==> src/hdl/hfb_pkg.sv <==
// types, constants and helpers for the hdlc frame builder
package hfb_pkg;

  localparam logic [7:0] FRAME_FLAG = 8'h7E;
  localparam logic [7:0] ESC_BYTE   = 8'h7D;
  localparam logic [7:0] ESC_FLAG   = 8'h5E;
  localparam logic [7:0] ESC_ESC    = 8'h5D;
  localparam logic [7:0] CTRL_SEQ0  = 8'h00;
  localparam logic [7:0] CTRL_SEQ1  = 8'h40;
  localparam logic [7:0] ADDR_RESET = 8'h03;

  localparam int RUN_MAX = 9;
  localparam int IDX_W   = $clog2(RUN_MAX + 1);

  typedef struct packed {
    logic [7:0] data_byte;
    logic       seq_bit;
    logic       first;
    logic       last;
    logic       empty_frame;
  } item_t;

  typedef struct packed {
    logic [RUN_MAX-1:0][7:0] bytes;
    logic [IDX_W-1:0]        cnt;
    logic                    fend;
  } run_t;

  typedef struct packed {
    logic       two;
    logic [7:0] b0;
    logic [7:0] b1;
  } stuff_t;

  function automatic stuff_t stuff(input logic [7:0] b);
    stuff_t s;
    s.two = 1'b0;
    s.b0  = b;
    s.b1  = 8'h00;
    if (b == FRAME_FLAG) begin
      s.two = 1'b1;
      s.b0  = ESC_BYTE;
      s.b1  = ESC_FLAG;
    end else if (b == ESC_BYTE) begin
      s.two = 1'b1;
      s.b0  = ESC_BYTE;
      s.b1  = ESC_ESC;
    end
    return s;
  endfunction

endpackage

==> src/hdl/hfb_expand.sv <==
// expands one request into its full list of line bytes and the next check value
module hfb_expand (
  input  hfb_pkg::item_t    item,
  input  logic [7:0]        address_byte,
  input  logic [7:0]        acc,
  output hfb_pkg::run_t     run,
  output logic [7:0]        acc_nxt
);

  logic                     hdr;
  logic [7:0]               ctrl;
  logic [7:0]               acc_x;
  hfb_pkg::stuff_t          sd;
  hfb_pkg::stuff_t          sb;
  logic [hfb_pkg::IDX_W-1:0] p_data;
  logic [hfb_pkg::IDX_W-1:0] p_bcc;
  logic [hfb_pkg::IDX_W-1:0] p_flag;

  always_comb begin
    hdr    = item.empty_frame | item.first;
    ctrl   = item.seq_bit ? hfb_pkg::CTRL_SEQ1 : hfb_pkg::CTRL_SEQ0;
    acc_x  = (item.first ? 8'h00 : acc) ^ item.data_byte;
    sd     = hfb_pkg::stuff(item.data_byte);
    sb     = hfb_pkg::stuff(acc_x);
    p_data = hdr ? hfb_pkg::IDX_W'(4) : '0;
    p_bcc  = p_data + (sd.two ? hfb_pkg::IDX_W'(2) : hfb_pkg::IDX_W'(1));
    p_flag = p_bcc;
    run.bytes = '0;
    run.cnt   = '0;
    run.fend  = 1'b0;
    acc_nxt   = acc_x;
    if (hdr) begin
      run.bytes[0] = hfb_pkg::FRAME_FLAG;
      run.bytes[1] = address_byte;
      run.bytes[2] = ctrl;
      run.bytes[3] = address_byte ^ ctrl;
    end
    if (item.empty_frame) begin
      run.bytes[4] = 8'h00;
      run.bytes[5] = hfb_pkg::FRAME_FLAG;
      run.cnt      = hfb_pkg::IDX_W'(6);
      run.fend     = 1'b1;
      acc_nxt      = 8'h00;
    end else begin
      run.bytes[p_data] = sd.b0;
      if (sd.two) begin
        run.bytes[p_data + hfb_pkg::IDX_W'(1)] = sd.b1;
      end
      run.cnt = p_bcc;
      if (item.last) begin
        run.bytes[p_bcc] = sb.b0;
        if (sb.two) begin
          run.bytes[p_bcc + hfb_pkg::IDX_W'(1)] = sb.b1;
        end
        p_flag = p_bcc + (sb.two ? hfb_pkg::IDX_W'(2) : hfb_pkg::IDX_W'(1));
        run.bytes[p_flag] = hfb_pkg::FRAME_FLAG;
        run.cnt  = p_flag + hfb_pkg::IDX_W'(1);
        run.fend = 1'b1;
        acc_nxt  = 8'h00;
      end
    end
  end

endmodule

==> src/hdl/hfb_emit.sv <==
// holds one expanded request and sends its bytes one per cycle through the output register while out_stall is low
module hfb_emit (
  input  logic           clk,
  input  logic           rst_n,
  input  logic           load,
  input  hfb_pkg::run_t  run_in,
  output logic           take,
  output logic           out_valid,
  input  logic           out_stall,
  output logic [7:0]     out_byte,
  output logic           out_run_last,
  output logic           out_frame_end
);

  hfb_pkg::run_t             run_r;
  logic                      run_valid_r;
  logic [hfb_pkg::IDX_W-1:0] idx_r;
  logic                      out_valid_r;
  logic [7:0]                out_byte_r;
  logic                      out_run_last_r;
  logic                      out_frame_end_r;
  logic                      load_out;
  logic                      at_end;

  assign at_end   = idx_r == (run_r.cnt - hfb_pkg::IDX_W'(1));
  assign load_out = run_valid_r & (~out_valid_r | ~out_stall);
  assign take     = ~run_valid_r | (load_out & at_end);

  always_ff @(posedge clk) begin
    if (!rst_n) begin
      run_valid_r <= 1'b0;
      idx_r       <= '0;
    end else if (load) begin
      run_valid_r <= 1'b1;
      idx_r       <= '0;
    end else if (load_out) begin
      if (at_end) begin
        run_valid_r <= 1'b0;
      end
      idx_r <= idx_r + hfb_pkg::IDX_W'(1);
    end
  end

  always_ff @(posedge clk) begin
    if (load) begin
      run_r <= run_in;
    end
  end

  always_ff @(posedge clk) begin
    if (!rst_n) begin
      out_valid_r <= 1'b0;
    end else if (load_out) begin
      out_valid_r <= 1'b1;
    end else if (!out_stall) begin
      out_valid_r <= 1'b0;
    end
  end

  always_ff @(posedge clk) begin
    if (load_out) begin
      out_byte_r      <= run_r.bytes[idx_r];
      out_run_last_r  <= at_end;
      out_frame_end_r <= at_end & run_r.fend;
    end
  end

  assign out_valid     = out_valid_r;
  assign out_byte      = out_byte_r;
  assign out_run_last  = out_run_last_r;
  assign out_frame_end = out_frame_end_r;

endmodule

==> src/hdl/hdlc_frame_builder_stuffing.sv <==
// top level of the hdlc information frame builder with byte stuffing
//
// input channel: one payload byte per request with first, last, seq_bit and
// empty_frame marks; accepted when in_valid is high and in_stall is low
// output channel: one line byte per transfer, out_run_last on the final byte
// of a request, out_frame_end on the closing flag
// config channel: cfg_data sets the address byte; cfg_ready is always high,
// write only while no request is in flight
// first byte path: an accepted request is held in the byte sender's run register,
// then its first byte moves into the output register once that register can take it
// throughput: a request producing k bytes (1 to 9) occupies the byte sender
// until all k have moved out, so a stream runs at one line byte per cycle while
// out_stall is low; the next request is taken in the cycle its predecessor's last
// byte moves to the output register
// reset: address byte returns to 0x03, check value to zero, both channels empty
// when out_stall is high the output register holds its byte and in_stall
// stays high while a held request still has bytes that cannot move
module hdlc_frame_builder_stuffing (
  input  logic       clk,
  input  logic       rst_n,
  input  logic       in_valid,
  output logic       in_stall,
  input  logic [7:0] in_data_byte,
  input  logic       in_seq_bit,
  input  logic       in_first,
  input  logic       in_last,
  input  logic       in_empty_frame,
  output logic       out_valid,
  input  logic       out_stall,
  output logic [7:0] out_byte,
  output logic       out_run_last,
  output logic       out_frame_end,
  input  logic       cfg_valid,
  output logic       cfg_ready,
  input  logic [7:0] cfg_data
);

  logic [7:0]     address_r;
  logic [7:0]     acc_r;
  logic [7:0]     acc_nxt;
  hfb_pkg::item_t item;
  hfb_pkg::run_t  run;
  logic           take;
  logic           accept;

  assign cfg_ready = 1'b1;
  assign in_stall  = ~take;
  assign accept    = in_valid & take;

  assign item.data_byte   = in_data_byte;
  assign item.seq_bit     = in_seq_bit;
  assign item.first       = in_first;
  assign item.last        = in_last;
  assign item.empty_frame = in_empty_frame;

  always_ff @(posedge clk) begin
    if (!rst_n) begin
      address_r <= hfb_pkg::ADDR_RESET;
    end else if (cfg_valid && cfg_ready) begin
      address_r <= cfg_data;
    end
  end

  always_ff @(posedge clk) begin
    if (!rst_n) begin
      acc_r <= 8'h00;
    end else if (accept) begin
      acc_r <= acc_nxt;
    end
  end

  hfb_expand u_expand (
    .item         (item),
    .address_byte (address_r),
    .acc          (acc_r),
    .run          (run),
    .acc_nxt      (acc_nxt)
  );

  hfb_emit u_emit (
    .clk           (clk),
    .rst_n         (rst_n),
    .load          (accept),
    .run_in        (run),
    .take          (take),
    .out_valid     (out_valid),
    .out_stall     (out_stall),
    .out_byte      (out_byte),
    .out_run_last  (out_run_last),
    .out_frame_end (out_frame_end)
  );

endmodule

==> config.mk <==
export PLATFORM = sky130hd
export DESIGN_NAME = hdlc_frame_builder_stuffing
export DESIGN_NICKNAME = d
export VERILOG_FILES = /design/src/hdl/hfb_pkg.sv /design/src/hdl/hfb_expand.sv /design/src/hdl/hfb_emit.sv /design/src/hdl/hdlc_frame_builder_stuffing.sv
export SDC_FILE = /design/constraint.sdc
export NUM_CORES = 1
export LEC_CHECK = 0
export BUFFER_PORTS_ARGS = -buffer_cell sky130_fd_sc_hd__buf_2
export CAP_MARGIN = 25
export CORE_MARGIN = 8
export CORE_UTILIZATION = 45
export DETAILED_ROUTE_END_ITERATION = 10
export HOLD_SLACK_MARGIN = 0.08
export PLACE_DENSITY_LB_ADDON = 0.3
export SETUP_SLACK_MARGIN = 0.4
export SYNTH_ARGS = -nofsm -noshare
export SYNTH_HDL_FRONTEND = slang
export SYNTH_SLANG_ARGS = --single-unit
==> constraint.sdc <==
create_clock -name clk -period 11.85 [get_ports clk]
set_clock_uncertainty 0.2 [all_clocks]
set_input_delay 3.555 -clock clk [delete_from_list [all_inputs] [get_ports clk]]
set_output_delay 3.555 -clock clk [all_outputs]
set_load 0.1 [all_outputs]
==> impl_metrics.json <==
{
  "unrepaired_setup_endpoints_after_global_routing": "no",
  "leakage_uw": 0.00218,
  "cp_common_cell": "sky130_fd_sc_hd__buf_2",
  "grt_use_met1": 0.210,
  "grt.met2_usage": 0.264,
  "pin_count": 38,
  "critPathBufInv": 2,
  "cp.required_ns": 8.10,
  "vias_per_cell": 5.93,
  "cts_sinks": 102,
  "max_freq_ghz": 0.120,
  "synth_xor_area_frac": 0.0505,
  "synth-edff-count": 80,
  "timing.final.max_slew_violations": 0,
  "cellPowerDensity_nw_per_um2": 134,
  "dp_cells": 636,
  "max_cap_viol_count": 0,
  "drc": 0,
  "critical_path.startpoint_type": "input port",
  "cts_made_buffers": 9,
  "async_flop_share": 0,
  "type_of_the_tightest_min_delay_check": "reg2reg",
  "number_of_nets_in_the_layout": 533,
  "globalRoute.busiestLayer": "met2",
  "cts-root-to-sink-buffers": 2,
  "synth_simple_gate_area_frac": 0.163,
  "synthAdderAreaFrac": 0.0113,
  "post_synth_main_area_contributors": "sky130_fd_sc_hd__edfxtp_1 (43%), sky130_fd_sc_hd__dfxtp_1 (7.9%), sky130_fd_sc_hd__mux4_2 (6.5%)",
  "fp.dieW_um": 127,
  "fin_hold_ws_ns": 0.303,
  "worst-endpoint-arrival_ns": 4.57,
  "slowest_stage": "sky130_fd_sc_hd__buf_2",
  "setup_ws_ns": 3.53,
  "finalSetupViolCount": 0,
  "timing.critical_path.cells": "buf_2 -> nand2_1 -> a41oi_1 -> buf_2",
  "tightestPinTransition_ns": 0.991,
  "finalHoldViolCount": 0,
  "globalplace.congestion": 0.884,
  "end_kind": "output port",
  "rows": 40,
  "timing.critical_path.slowest_cell_delay_ns": 0.51,
  "number_of_global_route_vias_before_repair": 3887,
  "placeableCoreArea_um2": 12000,
  "synth_area_um2": 5550,
  "synth_mux_area_frac": 0.106,
  "globalRouteTotalUtil": 0.166,
  "initial_utilization": 0.462,
  "synth_seq_cells": 102,
  "routed_wirelength_um": 13000,
  "max-vdd-ir-drop_uv": 84.8,
  "postLayoutCoreUtil": 0.511,
  "drive_gt1_frac": 0.179,
  "status": "finished, final reports clean",
  "combinational_family_with_the_most_area_after_synthesis": "simple AND/OR/NAND/NOR gates",
  "synth_commonest_cells": "sky130_fd_sc_hd__edfxtp_1 (80), sky130_fd_sc_hd__nand2_1 (32), sky130_fd_sc_hd__nor2_1 (30), sky130_fd_sc_hd__mux2i_1 (23), sky130_fd_sc_hd__o21ai_0 (23)",
  "netlist.top_cell.by_area": "sky130_fd_sc_hd__edfxtp_1",
  "global_route.overflow_total": 0,
  "internal_power_uw": 596,
  "final_period_minus_worst_setup_slack_ns": 8.32,
  "vias": 3885,
  "depth_of_the_cts_h_tree": 3,
  "postSynth.topFlopCell": "sky130_fd_sc_hd__edfxtp_1",
  "power.switching_fraction": 0.275,
  "grt_pass1_wl_um": 20800,
  "clk-insertion-delay-late_ns": 0.35,
  "die_y_um": 127,
  "dp_slack_ns": 3.52,
  "insertedDiodeCount": 0,
  "maximum_number_of_pins_on_one_net_before_global_route_repair": 82,
  "final.period_utilization": 0.702,
  "place.detailed.hpwl_um": 9040,
  "drt_iter0_drcs": 333,
  "sequential_element_share_of_the_synthesized_area": 0.512,
  "number_of_antenna_violations_at_the_first_check_in_global_routing": 0,
  "cts_tree": "done",
  "ctsResizeCount": 0,
  "synthesized_area_fraction_occupied_by_ao_oa_aoi_and_oai_cells": 0.116,
  "holdBufCountCts": 0,
  "worst_setup_hold_path_clk_slew_ns": 0.07,
  "synthesis.area_per_instance_um2": 11.5,
  "sequentialPowerShare": 0.506,
  "count_of_placed_standard_cells_in_the_final_layout_fillers_left_out": 655,
  "number_of_nets_with_antenna_violations_after_routing": 0,
  "port-buffer-count": 36,
  "net-switching-power_uw": 227,
  "total_negative_setup_slack_ns": 0,
  "drt_first_pass_iters": 5,
  "netlist.area_leader.share": 0.433,
  "largest_delay_share_family_worst_path": "buffers and inverters",
  "die_area_um2": 16100,
  "netlist_instances": 483,
  "combinationalPowerShare": 0.140,
  "route.detailed.wl_per_inst_um": 19.8,
  "setup.worst_path.class": "in2out",
  "maxSlewHeadroom": 0.336,
  "worst-path-max-fanout": 3,
  "synth.most_common_cell": "sky130_fd_sc_hd__edfxtp_1",
  "cts_setup_buffers": 0,
  "area_growth_pct": 10.6,
  "yosysWarnings": 0,
  "p_clk_frac": 0.354,
  "yosysUniqueCellTypes": 68,
  "cts_root_buf": "sky130_fd_sc_hd__clkbuf_16",
  "gr-usage-met3": 0.0403
}
## state kept, by name (all words and copies together), names as in the netlist
name / cells
acc_r: 8
address_r: 8
u_emit.idx_r: 4
u_emit.out_byte: 8
u_emit.out_frame_end: 1
u_emit.out_run_last: 1
u_emit.out_valid: 1
u_emit.run_r: 70
u_emit.run_valid_r: 1
## routing by layer
metal  up-vias  share of wire
met4         0          0.028
met1      1885           0.45
met3        27          0.063
met2       143           0.46
met5         -              0
li1       1830              -
## layout by cell type, fill, tap and decap left out, types with 4 or more instances in the layout
master,synthesis,layout
sky130_fd_sc_hd__a21boi_0,9,9
sky130_fd_sc_hd__a21o_1,5,5
sky130_fd_sc_hd__a21oi_1,17,17
sky130_fd_sc_hd__a31oi_1,8,8
sky130_fd_sc_hd__and2_1,6,6
sky130_fd_sc_hd__and3_1,4,4
sky130_fd_sc_hd__buf_2,12,36
sky130_fd_sc_hd__clkbuf_16,0,9
sky130_fd_sc_hd__dfxtp_1,22,22
sky130_fd_sc_hd__edfxtp_1,80,80
sky130_fd_sc_hd__ha_1,5,5
sky130_fd_sc_hd__inv_1,11,11
sky130_fd_sc_hd__inv_6,0,4
sky130_fd_sc_hd__mux2i_1,23,23
sky130_fd_sc_hd__mux4_2,16,16
sky130_fd_sc_hd__nand2_1,32,32
sky130_fd_sc_hd__nand2b_1,11,11
sky130_fd_sc_hd__nand3_1,13,13
sky130_fd_sc_hd__nor2_1,30,30
sky130_fd_sc_hd__nor2b_1,15,14
sky130_fd_sc_hd__nor3_1,7,7
sky130_fd_sc_hd__nor3b_1,4,4
sky130_fd_sc_hd__nor4_1,4,4
sky130_fd_sc_hd__o211ai_1,5,5
sky130_fd_sc_hd__o21ai_0,23,23
sky130_fd_sc_hd__or2_2,6,6
sky130_fd_sc_hd__or3_1,9,9
sky130_fd_sc_hd__xnor2_1,21,21
sky130_fd_sc_hd__xor2_1,11,11
## final timing paths
| kind | startpoint | endpoint | slack (ns) | cells after the start |
|---|---|---|---|---|
| setup / recovery | out_stall | in_stall | 3.53 | 4 |
| hold / removal | u_emit.run_valid_r | u_emit.out_valid | 0.30 | 2 |
| setup reg to reg | acc_r[4] | u_emit.run_r[13] | 8.28 | 11 |
| hold reg to reg | u_emit.run_valid_r | u_emit.out_valid | 0.30 | 2 |
## final cells by class
class	count	area, um^2
Clock inverter	6	62.6
Sequential cell	102	2840
Fill cell	1061	5880
Inverter	13	48.8
Multi-Input combinational cell	335	2500
Tap cell	147	184
Clock buffer	10	229
Timing Repair Buffer	42	265
## per-stage QoR
stage / total power (uW) / cell area [um^2]
after detailed placement: 539 / 5780
after CTS: 826 / 6070
after global placement: 535 / 5780
after floorplan: 510 / 5550
after global routing: 852 / 6130
final: 823 / 6130
## tightest hold or removal path, cell delays in order, from the launching register on
cell and delay (ns):
sky130_fd_sc_hd__dfxtp_1 0.30, sky130_fd_sc_hd__inv_1 0.07, sky130_fd_sc_hd__a21boi_0 0.08
## power by group through the flow
stage               combinational, uW  clock, uW  sequential [uW]
CTS                               114        295              417
floorplan                        69.8          0              441
finish                            115        291              416
global route                      125        309              418
detailed placement                113          0              425
global placement                  111          0              424
## cells by family after synthesis
family                   count (synthesis)
AO/OA/AOI/OAI                           96
other                                    2
flip-flops                             102
AND/OR/NAND/NOR                        160
XOR/XNOR                                32
buffers and inverters                   47
adder cells (fa/ha/maj)                  5
multiplexers                            39
Power figures use the tool's default switching activity.
